<file path="src/rtl/core/cb64_pkg.sv">
package cb64_pkg;

	localparam logic [15:0] CHUNK_BYTES_RESET = 16'd3200;
	localparam logic [7:0]  PAD_CHAR          = 8'h3D;
	localparam logic [7:0]  CHAR_UPPER_A      = 8'h41;
	localparam logic [7:0]  CHAR_LOWER_A      = 8'h61;
	localparam logic [7:0]  CHAR_DIGIT_0      = 8'h30;
	localparam logic [7:0]  CHAR_PLUS         = 8'h2B;
	localparam logic [7:0]  CHAR_SLASH        = 8'h2F;

	// Characters produced by one input byte, first character in slot 0
	typedef struct packed {
		logic [3:0][7:0] chars;
		logic [1:0]      last_idx;
		logic            chunk_end;
	} group_t;

	// Map a 6-bit value onto the standard Base64 alphabet
	function automatic logic [7:0] enc6(input logic [5:0] v);
		logic [7:0] w;
		logic [7:0] c;
		w = {2'b00, v};
		case (v) inside
			[6'd0:6'd25]:  c = CHAR_UPPER_A + w;
			[6'd26:6'd51]: c = CHAR_LOWER_A + (w - 8'd26);
			[6'd52:6'd61]: c = CHAR_DIGIT_0 + (w - 8'd52);
			6'd62:         c = CHAR_PLUS;
			default:       c = CHAR_SLASH;
		endcase
		return c;
	endfunction

endpackage

</file>
<file path="src/rtl/core/cb64_encode.sv">
module cb64_encode (
	input  logic             clk,
	input  logic             arst_n,
	input  logic [7:0]       data_byte,
	input  logic             end_of_stream,
	input  logic [15:0]      chunk_bytes,
	input  logic             advance,
	output cb64_pkg::group_t grp
);
	import cb64_pkg::*;

	logic [3:0]  held_q;
	logic [1:0]  phase_q;
	logic [15:0] count_q;

	logic [3:0]  held_n;
	logic [1:0]  phase_n;
	logic [15:0] count_n;
	logic        ended;

	always_comb begin
		grp       = '0;
		held_n    = '0;
		phase_n   = '0;
		count_n   = count_q + 16'd1;
		ended     = end_of_stream || (count_n >= chunk_bytes);
		case (phase_q)
			2'd1: begin
				grp.chars[0] = enc6({held_q[1:0], data_byte[7:4]});
				held_n       = data_byte[3:0];
				phase_n      = 2'd2;
				grp.last_idx = 2'd0;
			end
			2'd2: begin
				grp.chars[0] = enc6({held_q, data_byte[7:6]});
				grp.chars[1] = enc6(data_byte[5:0]);
				phase_n      = 2'd0;
				grp.last_idx = 2'd1;
			end
			default: begin
				grp.chars[0] = enc6(data_byte[7:2]);
				held_n       = {2'b00, data_byte[1:0]};
				phase_n      = 2'd1;
				grp.last_idx = 2'd0;
			end
		endcase
		grp.chunk_end = ended;
		if (ended) begin
			// flush leftover bits, then pad to a multiple of four
			if (phase_n == 2'd1) begin
				grp.chars[1] = enc6({held_n[1:0], 4'b0000});
				grp.chars[2] = PAD_CHAR;
				grp.chars[3] = PAD_CHAR;
				grp.last_idx = 2'd3;
			end else if (phase_n == 2'd2) begin
				grp.chars[1] = enc6({held_n, 2'b00});
				grp.chars[2] = PAD_CHAR;
				grp.last_idx = 2'd2;
			end
			held_n  = '0;
			phase_n = '0;
			count_n = '0;
		end
	end

	always_ff @(posedge clk or negedge arst_n) begin
		if (!arst_n) begin
			held_q  <= '0;
			phase_q <= '0;
			count_q <= '0;
		end else if (advance) begin
			held_q  <= held_n;
			phase_q <= phase_n;
			count_q <= count_n;
		end
	end

endmodule

</file>
<file path="src/rtl/core/cb64_serializer.sv">
module cb64_serializer (
	input  logic             clk,
	input  logic             arst_n,
	input  logic             grp_valid,
	output logic             grp_ready,
	input  cb64_pkg::group_t grp,
	output logic             char_valid,
	input  logic             char_ready,
	output logic [7:0]       out_char,
	output logic             last_of_item,
	output logic             chunk_end
);
	import cb64_pkg::*;

	group_t     buf_q;
	logic [1:0] idx_q;
	logic       full_q;
	logic       take;
	logic       done;
	logic       load;

	assign take      = full_q && char_ready;
	assign done      = take && (idx_q == buf_q.last_idx);
	assign grp_ready = !full_q || done;
	assign load      = grp_valid && grp_ready;

	assign char_valid   = full_q;
	assign out_char     = buf_q.chars[idx_q];
	assign last_of_item = (idx_q == buf_q.last_idx);
	assign chunk_end    = last_of_item && buf_q.chunk_end;

	always_ff @(posedge clk or negedge arst_n) begin
		if (!arst_n) begin
			full_q <= 1'b0;
			idx_q  <= '0;
		end else if (load) begin
			full_q <= 1'b1;
			idx_q  <= '0;
		end else if (done) begin
			full_q <= 1'b0;
		end else if (take) begin
			idx_q <= idx_q + 2'd1;
		end
	end

	always_ff @(posedge clk) begin
		if (load) begin
			buf_q <= grp;
		end
	end

`ifndef SYNTHESIS
	a_idx_in_range: assert property (@(posedge clk) disable iff (!arst_n)
		full_q |-> idx_q <= buf_q.last_idx)
		else $error("character index past end of group");
	a_end_on_last: assert property (@(posedge clk) disable iff (!arst_n)
		char_valid && chunk_end |-> last_of_item)
		else $error("chunk end without last character of item");
	a_load_restarts: assert property (@(posedge clk) disable iff (!arst_n)
		load |=> full_q && idx_q == 2'd0)
		else $error("loaded group does not start at first character");
`endif

endmodule

</file>
<file path="src/rtl/core/chunked_base64_encoder.sv">
// Chunked Base64 encoder.
// Input channel: byte_valid / byte_ready carry data_byte and end_of_stream;
// a transaction moves one raw byte. Output channel: char_valid / char_ready
// carry out_char with last_of_item (final character of that byte) and
// chunk_end (final character of an encoded chunk, padding included).
// Configuration: cfg_we writes cfg_wdata into the chunk size at once.
// Each byte yields one to four characters. The byte lands in an input
// register; once the output buffer is free the encoder builds its whole
// character group into that buffer, which then shows the first character
// on char_valid. Throughput is set by the output buffer, which drains
// one character a cycle while char_ready is high; a byte yields about
// 1.33 characters on average and up to four at a chunk end. The input
// register takes the next byte while the buffer drains.
// When the receiver stalls, the buffer holds its character and the input
// register holds one more byte; byte_ready drops whenever the input
// register holds a byte that the buffer cannot take yet.
// Reset clears the group state, the chunk counter and all valid flags, and
// sets the chunk size to 3200 bytes.
module chunked_base64_encoder (
	input  logic        clk,
	input  logic        arst_n,
	input  logic        cfg_we,
	input  logic [15:0] cfg_wdata,
	input  logic        byte_valid,
	output logic        byte_ready,
	input  logic [7:0]  data_byte,
	input  logic        end_of_stream,
	output logic        char_valid,
	input  logic        char_ready,
	output logic [7:0]  out_char,
	output logic        last_of_item,
	output logic        chunk_end
);
	import cb64_pkg::*;

	logic [15:0] chunk_bytes_q;
	logic        valid_s1;
	logic [7:0]  byte_s1;
	logic        eos_s1;
	logic        grp_ready;
	logic        advance;
	group_t      grp;

	// advance the encoder state when the input register hands its byte on
	assign advance    = valid_s1 && grp_ready;
	assign byte_ready = !valid_s1 || grp_ready;

	always_ff @(posedge clk or negedge arst_n) begin
		if (!arst_n) begin
			chunk_bytes_q <= CHUNK_BYTES_RESET;
		end else if (cfg_we) begin
			chunk_bytes_q <= cfg_wdata;
		end
	end

	// input register: hold the byte until the output buffer takes its group
	always_ff @(posedge clk or negedge arst_n) begin
		if (!arst_n) begin
			valid_s1 <= 1'b0;
		end else if (byte_ready) begin
			valid_s1 <= byte_valid;
		end
	end

	always_ff @(posedge clk) begin
		if (byte_valid && byte_ready) begin
			byte_s1 <= data_byte;
			eos_s1  <= end_of_stream;
		end
	end

	cb64_encode u_encode (
		.clk           (clk),
		.arst_n        (arst_n),
		.data_byte     (byte_s1),
		.end_of_stream (eos_s1),
		.chunk_bytes   (chunk_bytes_q),
		.advance       (advance),
		.grp           (grp)
	);

	cb64_serializer u_serializer (
		.clk          (clk),
		.arst_n       (arst_n),
		.grp_valid    (valid_s1),
		.grp_ready    (grp_ready),
		.grp          (grp),
		.char_valid   (char_valid),
		.char_ready   (char_ready),
		.out_char     (out_char),
		.last_of_item (last_of_item),
		.chunk_end    (chunk_end)
	);

endmodule

</file>
<file path="config.mk">
export PLATFORM = sky130hd
export DESIGN_NAME = chunked_base64_encoder
export DESIGN_NICKNAME = d
export VERILOG_FILES = /design/src/rtl/core/cb64_pkg.sv /design/src/rtl/core/cb64_encode.sv /design/src/rtl/core/cb64_serializer.sv /design/src/rtl/core/chunked_base64_encoder.sv
export SDC_FILE = /design/constraint.sdc
export NUM_CORES = 1
export LEC_CHECK = 0
export ABC_AREA = 0
export CORE_AREA = 3 3 152 154
export DETAILED_ROUTE_END_ITERATION = 7
export DIE_AREA = 0 0 155 157
export DONT_BUFFER_PORTS = 1
export GPL_TIMING_DRIVEN = 1
export PLACE_DENSITY = 0.39
export SKIP_CTS_REPAIR_TIMING = 1
export SLEW_MARGIN = 30
export SYNTH_ARGS = -nofsm -noshare
export SYNTH_HDL_FRONTEND = slang
export SYNTH_SLANG_ARGS = --single-unit
</file>
<file path="constraint.sdc">
create_clock -name clk -period 3.7 [get_ports clk]
set_input_delay 0 -clock clk [delete_from_list [all_inputs] [get_ports clk]]
set_output_delay 0 -clock clk [all_outputs]
set_load 0.01 [all_outputs]
</file>
# --- Word-level counts from Yosys, hierarchy flattened ---
# Cells that the tools add are included.
classes:
  n_addsub: 32
  order_cmp: 38
  eq_ne: 10
  bitwise_logic: 1
  reduce_logical: 32
  n_mux: 43
op_table:
  columns: ["op", "count"]
  rows:
  - ["$mux 8", 21]
  - ["$le 6x6->1 const B", 12]
  - ["$add 6x8->8 const A", 6]
  - ["$add 7x6->8 const A", 6]
  - ["$add 7x8->8 const A", 6]
  - ["$sub 6x5->7 const B", 6]
  - ["$sub 6x6->7 const B", 6]
  - ["$ge 6x1->1 const B", 6]
  - ["$ge 6x5->1 const B", 6]
  - ["$ge 6x6->1 const B", 6]
  - ["$le 6x5->1 const B", 6]
  - ["$mux 14", 2]
  - ["$eq 6x6->1 const B", 4]
  - ["$logic_and 1x1->1", 23]
  - ["$pmux 10 s2", 1]
  - ["$add 16x1->16 const B", 1]
  - ["$bmux 8 s2", 1]
  - ["$ge 16x16->1", 1]
  - ["$mux 16", 1]
  - ["$mux 2", 7]
  - ["$mux 3", 4]
  - ["$pmux 4 s2", 1]
  - ["$mux 6", 1]
  - ["$eq 2x1->1 const B", 2]
  - ["other kinds (14)", 20]
totals:
  word_cells: 172
  ff_bits: 84

# --- Logic depth before layout (Yosys ltp) ---
# Gate-level depths: netlist of run 1.
logic_depth:
  word_depth: 10
  mapped_depth: 15
  mapped_depth_nobuf: 13

# --- By module ---
# A second synthesis of run 1 with hierarchy kept.
hier_totals:
  cells_unflattened: 785
  area_unflattened_um2: 7460.9
modules_own_cells:
  columns: ["mod", "n_inst", "seq_area_each_um2", "area_each_um2", "cells_each"]
  rows:
  - ["cb64_encode", 1, 550.5, 5006.1, 666]
  - ["cb64_serializer", 1, 1126.1, 1481.4, 71]
  - ["chunked_base64_encoder", 1, 699.4, 973.4, 48]

# --- Worst setup path after synthesis of run 1 ---
# No wires, ideal clock.
synth_timing:
  path_type: "register to register"
  from: "reg u_encode.count_q[2]"
  to: "reg u_serializer.buf_q[12] in the netlist's numbering (data pin)"
  path_buffers: 2
  synth_period_minus_slack_ns: 3.083
  stages_incl_launch_ff: 15
  required_ns: 3.443
  t_arrival_ns: 2.826
  slack_ns: 0.617
  path_cell_list: "dfrtp_1 > and3_1 > and3_1 > buf_2 > and3_1 > nand3_1 > xnor2_1 > ha_1 > a211oi_1 > nor2_1 > nor4_1 > and3_1 > inv_2 > buf_2 > a32o_1"
synth_rtl:
  columns: ["element", "line", "text"]
  rows:
  - ["start: declaration", "cb64_encode.sv:14", "logic [15:0] count_q;"]
  - ["start signal: assignment", "cb64_encode.sv:74", "count_q <= count_n;"]
  - ["end signal: assignment", "cb64_serializer.sv:48", "buf_q <= grp;"]
  - ["end: declaration", "cb64_serializer.sv:15", "group_t buf_q;"]

==> impl_results.md, run 1 <==
* Status: complete, but fails checks
* Failing checks: negative hold slack
* Post-Syn Area at 6560 um^2
* CP max-delay cell: dfrtp_1
* Maximum clock rate at 294 MHz
* DR iter-0 viols at 375
* Final Hold Fails at 2
* Nets at 880
* Worst reg2reg endpoint: u_serializer.buf_q[14]
* Worst-path clk slew at 0.06 ns
* Vias in the first global route at 5607
* CP max stage delay at 0.44 ns
* Fraction of layout cells with a size suffix above 1 at 8.64%
* Area delta synth->final at 14.2%
* Mean Syn Cell Area at 8.68 um^2
* Starting density of the core at 30.1%
* HP Start: char_ready
* Crit path capture type: flop
* H-tree levels at 3
* Max Slew Vio Count at 0
* Cells after Synth at 756
* Req. time, crit path at 3.79 ns
* Post-synthesis sequential area ratio at 29.3%
* WS Path Type: flop to flop
* Area leader, netlist: dfrtp_1
* Cts bufs inserted at 9
* CP startpoint: u_encode.count_q[0]
* Final wirelength at 20.3 mm
* Clock Latency Late Sink at 0.35 ns
* VDD IR max at 0.000214 V
* Post-synth top area share at 14.9%
* Pre-antenna DRT Iters at 5
* Period utilization at 92.0%
* Fill count at 2248
* CTS tree: built
* WHS Path Cells at 3
* EDFF count, synth at 29
* Maximum net fanout on the critical path at 11
* DP HPWL at 15.0 mm
* Asr flop ratio synth at 59.2%
* Syn Nets at 854
* Slew @ Worst Pin at 0.857 ns
* DR WL/cell at 19.1 um
* Setup tns final at 0 ns
* Rel. slew slack at 42.7%
* Post-route ant nets at 0
* Vias post-DR at 5664
* Synth Register Bits at 71
* Top cells by count, synth: nand2_1, o21ai_0, ha_1, a21oi_1, xnor2_1
* Start of the worst register-to-register path: u_encode.count_q[0]
* Final min period at 3.41 ns
* Setup violators final at 0
* RSZ-0062 raised after global routing: false
* Total GRT Usage at 17.0%
* CP delay by family, top: simple AND/OR/NAND/NOR gates
* I/O Pins at 42
* Yosys warning total at 0
* Placed cell count at 1021
* Worst EP arrival at 3.50 ns
* Area of the die at 24300 um^2
* Unique cell type count in the Yosys netlist at 80
* LEAKAGE at 0.00300 uW
* Placer Congestion at 0.829
* Post-route DRC at 0
* CTS Buffer Depth at 2
* DIE WIDTH at 155 um
* Top_reg_cell synth: dfrtp_1
* End of the worst hold path: u_serializer.idx_q[1]
* Die Ht at 157 um
* Global route overflow at 0
* Pin count of the biggest net entering global routing at 43
* Core Region at 21800 um^2
* Max_cap viols at 0
* Most instantiated library cell after synthesis: nand2_1
* CTS root buf: clkbuf_16
* R2R cell count at 12
* Initial antenna violation count at 0
* Reg2reg setup slack at 0.29 ns
* Min Hold Slack at -0.0298 ns
* Clock Skews at 0.0150 ns
* Final design utilization at 34.4%
* Area contributors post-synth: dfrtp_1, edfxtp_1, ha_1
* Non-filler cells, final at 1067
* Hold Crit Class: primary input to flop
* CP Cell Sequence: ha_1 -> nand3_1 -> nor2_1 -> nand3_1 -> xnor2_1 -> ha_1 -> nand4_1 -> a211oi_1 -> nand4_1 -> and3_1 -> buf_4 -> o32ai_1
* Worst setup SP type: flop
* Port bufs at 0
* Cell Rows at 54
* CTS sink cnt at 71
* Bufs and invs on worst path at 1
* Pwr dens at 630 nW/um^2
* Ant diodes at 0
* Vias/cell at 5.31
* First-pass GRT wire length at 32.4 mm
registers in the layout (all words and copies together) (netlist names):
register / flops
byte_s1: 8
u_serializer.char_valid: 1
u_serializer.idx_q: 2
u_encode.phase_q: 2
eos_s1: 1
u_encode.held_q: 4
u_encode.count_q: 16
chunk_bytes_q: 16
u_serializer.buf_q: 20
valid_s1: 1
final cells by class:
cell class / instances / area (um^2) / share of cell area, %
inverter: 44 / 165 / 2.20
timing repair buffer: 54 / 498 / 6.64
tap: 280 / 350 / 4.67
sequential: 71 / 1930 / 25.7
clock buffer: 9 / 225 / 3.00
clock inverter: 7 / 47.5 / 0.634
multi-input combinational: 602 / 4290 / 57.2
layer usage:
layer | track usage (%) | part of all wire (%) | vias up
li1 | - | - | 2801
met1 | 24.0 | 49 | 2700
met2 | 27.1 | 45 | 145
met3 | 2.72 | 4.0 | 18
met4 | 4.42 | 1.4 | 0
met5 | 0 | 0 | -
cell families after synthesis:
group,count (synthesis),synth area share (%)
buffers and inverters,83,5.43
flip-flops,71,29.3
adder cells (fa/ha/maj),68,13.0
XOR/XNOR,67,9.34
AO/OA/AOI/OAI,228,24.1
multiplexers,12,1.93
AND/OR/NAND/NOR,227,16.9
through the flow:
| stage | power, uW | setup slack, ns | instance area [um^2] |
|---|---|---|---|
| after global routing | 5130 | 0.00206 | 7500 |
| after CTS | 4740 | 0.191 | 7180 |
| after global placement | 3890 | 0.239 | 6900 |
| final | 4730 | 0.294 | 7500 |
| after detailed placement | 3880 | 0.225 | 6900 |
| after floorplan | 3100 | 0.617 | 6560 |
worst register-to-register path: stages (launching register included):
cell and delay [ns]:
dfrtp_1 0.44, ha_1 0.28, nand3_1 0.21, nor2_1 0.28, nand3_1 0.14, xnor2_1 0.18, ha_1 0.29, nand4_1 0.14
a211oi_1 0.20, nand4_1 0.14, and3_1 0.21, buf_4 0.20, o32ai_1 0.45
cells in the final DEF, fill, tap and decap left out, types with 29 or more instances in the layout:
| cell type | count |
|---|---|
| a21oi_1 | 40 |
| dfrtp_1 | 39 |
| dlygate4sd3_1 | 29 |
| edfxtp_1 | 29 |
| ha_1 | 68 |
| inv_1 | 38 |
| nand2_1 | 78 |
| nand3_1 | 32 |
| nor2_1 | 34 |
| o21ai_0 | 70 |
| xnor2_1 | 40 |
power breakdown:
| part | internal (uW) | switching (uW) |
|---|---|---|
| registers | 1060 | 184 |
| clock network | 454 | 375 |
| logic | 960 | 1690 |
| total | 2480 | 2250 |
worst max path at each step:
| stage | to | cells after the start |
|---|---|---|
| 2_1_floorplan | u_serializer.buf_q[12] | 14 |
| 3_3_place_gp | u_encode.count_q[15] | 13 |
| 3_5_place_dp | u_encode.count_q[5] | 13 |
| 4_1_cts | u_encode.count_q[15] | 13 |
| 5_1_grt | u_encode.count_q[15] | 13 |
| 6_report | u_serializer.buf_q[14] | 12 |
Power figures use the tool's default switching activity.
==> run 2, diff against run 1 <==
Settings changed: CELL_PAD_IN_SITES_DETAIL_PLACEMENT set to 1, CELL_PAD_IN_SITES_GLOBAL_PLACEMENT set to 1, PLACE_DENSITY 0.39 to 0.49.
==> impl_results.md, run 2 (same netlist as run 1, synthesis figures left out) <==
* Worst setup SP type: flop
* CTS Buffer Depth at 2 (unchanged)
* Maximum net fanout on the critical path at 11 (unchanged)
* Crit path capture type: flop
* Vias post-DR at 5819 (+2.7%)
* Final min period at 3.42 ns (+0.0193 ns)
* Setup tns final at 0 ns (unchanged)
* Core Region at 21800 um^2 (unchanged)
* Final Hold Fails at 3 (+1)
* Initial antenna violation count at 0 (unchanged)
* Leading cell type in the layout, fill and taps excluded: nand2_1
* Max_cap viols at 0 (unchanged)
* CP Cell Sequence: and3_1 -> and3_1 -> and3_1 -> nand3_1 -> xnor2_1 -> ha_1 -> a211oi_1 -> nor2_1 -> nor4_1 -> and3_1 -> buf_4 -> nor3_1 -> o21bai_1
* Ant diodes at 0 (unchanged)
* Hold Crit Class: primary input to flop
* CP max stage delay at 0.45 ns (about the same)
* WS Path Type: flop to flop
* First-pass GRT wire length at 34.1 mm (+5.5%)
* Final design utilization at 34.6% (+0.25 points)
* CP delay by family, top: simple AND/OR/NAND/NOR gates
* Global route overflow at 0 (unchanged)
* Most flops, register: u_serializer.buf_q
* VDD IR max at 0.000235 V (+9.9%)
* Worst-path clk slew at 0.06 ns (about the same)
* Fraction of layout cells with a size suffix above 1 at 9.11% (+0.47 points)
* Cts bufs inserted at 9 (unchanged)
* Failing checks: negative hold slack
* Starting density of the core at 30.1% (unchanged)
* Pre-antenna DRT Iters at 5 (unchanged)
* Post-route DRC at 0 (unchanged)
* Pwr dens at 642 nW/um^2 (+1.9%)
* CP dominant cell by count: and3_1
* DIE WIDTH at 155 um (unchanged)
* Max Slew Vio Count at 0 (unchanged)
* DR WL/cell at 20.6 um (+7.9%)
* DP Area at 6930 um^2 (+0.33%)
* Max reg flops at 20 (unchanged)
* Bufs and invs on worst path at 1 (unchanged)
* I/O Pins at 42 (unchanged)
* Period utilization at 92.6% (+0.52 points)
* Fin area at 7550 um^2 (+0.72%)
* Vias/cell at 5.44 (+2.4%)
* Min Hold Slack at -0.0169 ns (+0.0129 ns)
* Register area at 1930 um^2 (unchanged)
* H-tree levels at 3 (unchanged)
* Area of the die at 24300 um^2 (unchanged)
* DR iter-0 viols at 273 (-27%)
* CTS tree: built
* Multi-input gate area at 4290 um^2 (+0.18%)
* Overall Power at 4850 uW (+2.6%)
* Maximum clock rate at 292 MHz (-0.56%)
* Rel. slew slack at 38.4% (-4.3 points)
* CTS sink cnt at 71 (unchanged)
* Final WS setup at 0.275 ns (-0.0193 ns)
* Clock Latency Late Sink at 0.35 ns (about the same)
* Area delta synth->final at 15.1%
* Pre-CTS setup slack at 0.191 ns (-0.0337 ns)
* CP max-delay cell: dfrtp_1
* Status: complete, but fails checks
* Fill count at 2541 (+13%)
* LEAKAGE at 0.00303 uW (+1.0%)
* Nets at 883 (+0.34%)
* Worst EP arrival at 3.52 ns (+0.02 ns)
* Vias in the first global route at 5786 (+3.2%)
* Post-route ant nets at 0 (unchanged)
* Die Ht at 157 um (unchanged)
* Cell Rows at 54 (unchanged)
* RSZ-0062 raised after global routing: false
* Setup violators final at 0 (unchanged)
* Slew @ Worst Pin at 0.921 ns (+0.0640 ns)
* CTS root buf: clkbuf_16
* Pin count of the biggest net entering global routing at 43 (unchanged)
* Top flop regs: u_serializer.buf_q: 20 flops, chunk_bytes_q: 16 flops, u_encode.count_q: 16 flops
* DP HPWL at 16.3 mm (+8.8%)
* Req. time, crit path at 3.79 ns (about the same)
* Port bufs at 0 (unchanged)
* Placer Congestion at 0.807 (-2.7%)
* Most frequent cells in the layout: nand2_1, o21ai_0, ha_1, xnor2_1, a21oi_1
* Clock Skews at 0.0122 ns (-0.00279 ns)
* Total GRT Usage at 17.9% (+0.97 points)
* Final wirelength at 22.0 mm (+8.2%)
==> run 2: changes by cell type in the layout (fill, tap and decap cells not counted), sizes merged <==
cell | previous run | this run
buf | 25 | 28
clkbuf | 9 | 12
clkinv | 7 | 4
clkinvlp | 1 | 0
inv | 43 | 44
==> run 2: worst register-to-register path, cell delays in order, from the launching register on <==
cell	delay [ns]
dfrtp_1	0.45
and3_1	0.24
and3_1	0.20
and3_1	0.26
nand3_1	0.17
xnor2_1	0.19
ha_1	0.27
a211oi_1	0.26
nor2_1	0.08
nor4_1	0.31
and3_1	0.28
buf_4	0.24
nor3_1	0.07
o21bai_1	0.16
==> run 2: metrics by stage <==
stage,hold slack [ns],std cells
4_1_cts,-0.668,1040
3_5_place_dp,-0.294,1024
5_1_grt,0.0240,1070
3_3_place_gp,-0.294,1024
6_report,-0.0169,1070
2_1_floorplan,-0.296,756
==> run 2: worst paths after layout <==
path,slack [ns],cells after the start,endpoint,start
max,0.28,13,u_serializer.buf_q[18],u_encode.count_q[2]
min reg2reg,0.52,1,chunk_bytes_q[0],chunk_bytes_q[0]
max reg2reg,0.28,13,u_serializer.buf_q[18],u_encode.count_q[2]
min in group asynchronous,0.17,2,u_encode.count_q[0],arst_n
max in group asynchronous,3.27,2,chunk_bytes_q[10],arst_n
min,-0.02,2,u_serializer.char_valid,char_ready
==> run 2: area by class of cell <==
cell class | instances | share of cell area [%]
flip-flops and latches | 71 | 25.5
well taps | 280 | 4.64
clock buffers | 12 | 3.55
inverters | 44 | 2.22
multi-input cells | 602 | 56.9
clock inverters | 4 | 0.348
repair buffers | 57 | 6.89
==> run 2: power by group <==
| group | internal [uW] | leakage, uW | switching, uW |
|---|---|---|---|
| clock network | 514 | 0.000149 | 352 |
| registers | 1070 | 0.000802 | 188 |
| logic | 978 | 0.00208 | 1750 |
==> run 2: per-layer routing <==
metal / up-vias / global-route usage (%) / wire [um]
li1: 2803 / - / -
met1: 2888 / 27.2 / 11400
met2: 107 / 26.3 / 9530
met3: 21 / 3.08 / 753
met4: 0 / 4.54 / 297
met5: - / 0 / 0
==> run 3, diff against run 2 <==
Settings changed: CORE_AREA 3 3 152 154 to 3 3 162 164, DIE_AREA 0 0 155 157 to 0 0 165 167, PLACE_DENSITY 0.49 to 0.48, SYNTH_HIERARCHICAL set to 1.
==> impl_results.md, run 3 <==
* Post-Syn Area at 7460 um^2 (+14%)
* Top cells by count, synth: ha_1, nand2_1, xnor2_1, edfxtp_1, inv_1
* WS Path Type: flop to flop
* Area leader, netlist: edfxtp_1
* First-pass GRT wire length at 37.4 mm (+9.6%)
* DIE WIDTH at 165 um (+6.5%)
* Area of the die at 27600 um^2 (+13%)
* CTS tree: built
* Fraction of layout cells with a size suffix above 1 at 12.9% (+3.8 points)
* VDD IR max at 0.000246 V (+4.7%)
* Cells after Synth at 785 (+3.8%)
* Worst-path clk slew at 0.07 ns (about the same)
* Placer Congestion at 0.853 (+5.7%)
* Clock Skews at 0.0102 ns (-0.00198 ns)
* Total GRT Usage at 17.3% (-0.61 points)
* Mean Syn Cell Area at 9.50 um^2 (+9.5%)
* Post-route DRC at 0 (unchanged)
* Max reg flops at 35 (+75%)
* Setup violators final at 0 (unchanged)
* DR WL/cell at 20.5 um (-0.51%)
* Fill count at 2866 (+13%)
* Vias in the first global route at 6448 (+11%)
* Max_cap viols at 0 (unchanged)
* Nets at 920 (+4.2%)
* Cell Rows at 58 (+7.4%)
* Rel. slew slack at 41.1% (+2.7 points)
* Maximum net fanout on the critical path at 9 (-2)
* Post-synthesis sequential area ratio at 31.8% (+2.5 points)
* Starting density of the core at 29.8% (-0.28 points)
* Leading cell type in the layout, fill and taps excluded: ha_1
* Final Hold Fails at 0 (-3)
* Worst EP arrival at 3.50 ns (-0.02 ns)
* Cts bufs inserted at 9 (unchanged)
* Port bufs at 0 (unchanged)
* Worst setup SP type: flop
* Pwr dens at 695 nW/um^2 (+8.2%)
* EDFF count, synth at 44 (+52%)
* Top flop regs: u_serializer/buf_q: 35 flops, chunk_bytes_q: 16 flops, u_encode/count_q: 16 flops
* Pin count of the biggest net entering global routing at 43 (unchanged)
* Hold Crit Class: primary input to flop
* Status: finished clean
* Asr flop ratio synth at 48.8% (-10 points)
* CTS Buffer Depth at 2 (unchanged)
* Slew @ Worst Pin at 0.884 ns (-0.0371 ns)
* Met1 wire length at 11.3 mm (-0.83%)
* Area contributors post-synth: edfxtp_1, dfrtp_1, ha_1
* Top Layer Used: met4
* Post-route ant nets at 0 (unchanged)
* Area delta synth->final at 15.7%
* Top_reg_cell synth: edfxtp_1
* Most instantiated library cell after synthesis: ha_1
* Final wirelength at 23.6 mm (+7.3%)
* Maximum clock rate at 294 MHz (+0.60%)
* CTS sink cnt at 86 (+21%)
* Period utilization at 92.0% (-0.55 points)
* Final min period at 3.40 ns (-0.0204 ns)
* LEAKAGE at 0.00338 uW (+12%)
* Yosys warning total at 6 (+6)
* Setup tns final at 0 ns (unchanged)
* Vias/cell at 5.32 (-2.1%)
* RSZ-0062 raised after global routing: false
* Unique cell type count in the Yosys netlist at 90 (+13%)
* Global route overflow at 0 (unchanged)
* Initial antenna violation count at 0 (unchanged)
* H-tree levels at 3 (unchanged)
* Vias post-DR at 6144 (+5.6%)
* Synth Register Bits at 86 (+21%)
* Met2 WL at 11.2 mm (+18%)
* Die Ht at 167 um (+6.4%)
* Ant diodes at 0 (unchanged)
* Post-synth top area share at 17.7% (+2.8 points)
* Placed cell count at 1089 (+6.3%)
* Pre-CTS setup slack at 0.0453 ns (-0.146 ns)
* Metal3 WL at 795 um (+5.6%)
* DP HPWL at 17.5 mm (+7.0%)
* DR iter-0 viols at 370 (+36%)
* CTS root buf: clkbuf_16
* Req. time, crit path at 3.79 ns (about the same)
* Max Slew Vio Count at 0 (unchanged)
* Core Region at 25000 um^2 (+15%)
* I/O Pins at 42 (unchanged)
* Crit path capture type: flop
* Most frequent cells in the layout: ha_1, nand2_1, xnor2_1, edfxtp_1, dlygate4sd3_1
* Non-filler cells, final at 1154 (+7.9%)
* Pre-antenna DRT Iters at 4 (-1)
* Clock Latency Late Sink at 0.36 ns (about the same)
* Final WS setup at 0.295 ns (+0.0204 ns)
* Most flops, register: u_serializer/buf_q
## run 3: cell count changes after synthesis, sizes merged, moves of 8 or more
cell and delta:
o211ai -8, xnor2 +10, o21ai -32, nand2 -26, buf +16, nand4 +9, mux4 +8, and3 -8
mux2 +13, xor2 -8, edfxtp +15
## run 3: through the flow
stage               total power (uW)  utilization [%]  hold slack (ns)  instance area, um^2
finish                          6000             34.5           0.0397                 8630
global route                    6480             34.5           0.0590                 8630
CTS                             5960             32.3           -0.685                 8090
detailed placement              4870             31.0           -0.295                 7750
global placement                4800             31.0           -0.295                 7750
floorplan                       3930                -           -0.296                 7480
## run 3: final cells by class
cell class / count / area (um^2) / area share [%]
flip-flops and latches: 86 / 2380 / 27.5
well taps: 330 / 413 / 4.78
multi-input cells: 600 / 4620 / 53.5
clock buffers: 9 / 225 / 2.61
inverters: 48 / 183 / 2.12
clock inverters: 7 / 113 / 1.30
repair buffers: 74 / 706 / 8.18
## run 3: final timing paths
| check | start | end | slack [ns] | cells after the start |
|---|---|---|---|---|
| max | u_encode/count_q[0] | u_serializer/buf_q[17] | 0.30 | 13 |
| min | char_ready | u_serializer/char_valid | 0.04 | 2 |
| max reg2reg | u_encode/count_q[0] | u_serializer/buf_q[17] | 0.30 | 13 |
| min reg2reg | u_encode/count_q[15] | u_encode/count_q[15] | 0.54 | 1 |
| max in group asynchronous | arst_n | chunk_bytes_q[10] | 3.28 | 2 |
| min in group asynchronous | arst_n | u_serializer/idx_q[1] | 0.13 | 2 |
## run 3: layer usage
layer  GRT usage (%)  vias to the layer above
met4            3.90                        0
met1            24.0                     3079
li1                -                     2954
met3            3.11                       22
met5               0                        -
met2            28.1                       89
## run 3: logic make-up (layout without fill, tap and decap cells)
group                      count (synthesis)  after routing  synth area share [%]
AOI/OAI and AO/OA                        208            208                  20.2
DFF                                       86             86                  31.8
muxes                                     29             29                  6.09
other                                      1              6                0.0503
xor gates and xnor gates                  69             69                  8.10
and+or+nand+nor                          217            217                  14.9
buffers and inverters                    104            138                  6.89
adders and majority gates                 71             71                  11.9
## run 3: power breakdown
group	switching [uW]	internal, uW	leakage (uW)
clock network	446	608	0.000161
logic	2070	1290	0.00229
registers	229	1360	0.000935
## run 3: critical path, cell delays in order (launching register included)
cell       delay, ns
dfrtp_1         0.44
ha_1            0.26
nand3_1         0.20
nor2_1          0.25
nand3_1         0.14
nor2_1          0.15
xnor2_1         0.18
ha_1            0.31
a21o_1          0.19
a211oi_1        0.26
o211a_2         0.35
buf_4           0.21
nor2_1          0.07
a2bb2oi_1       0.15
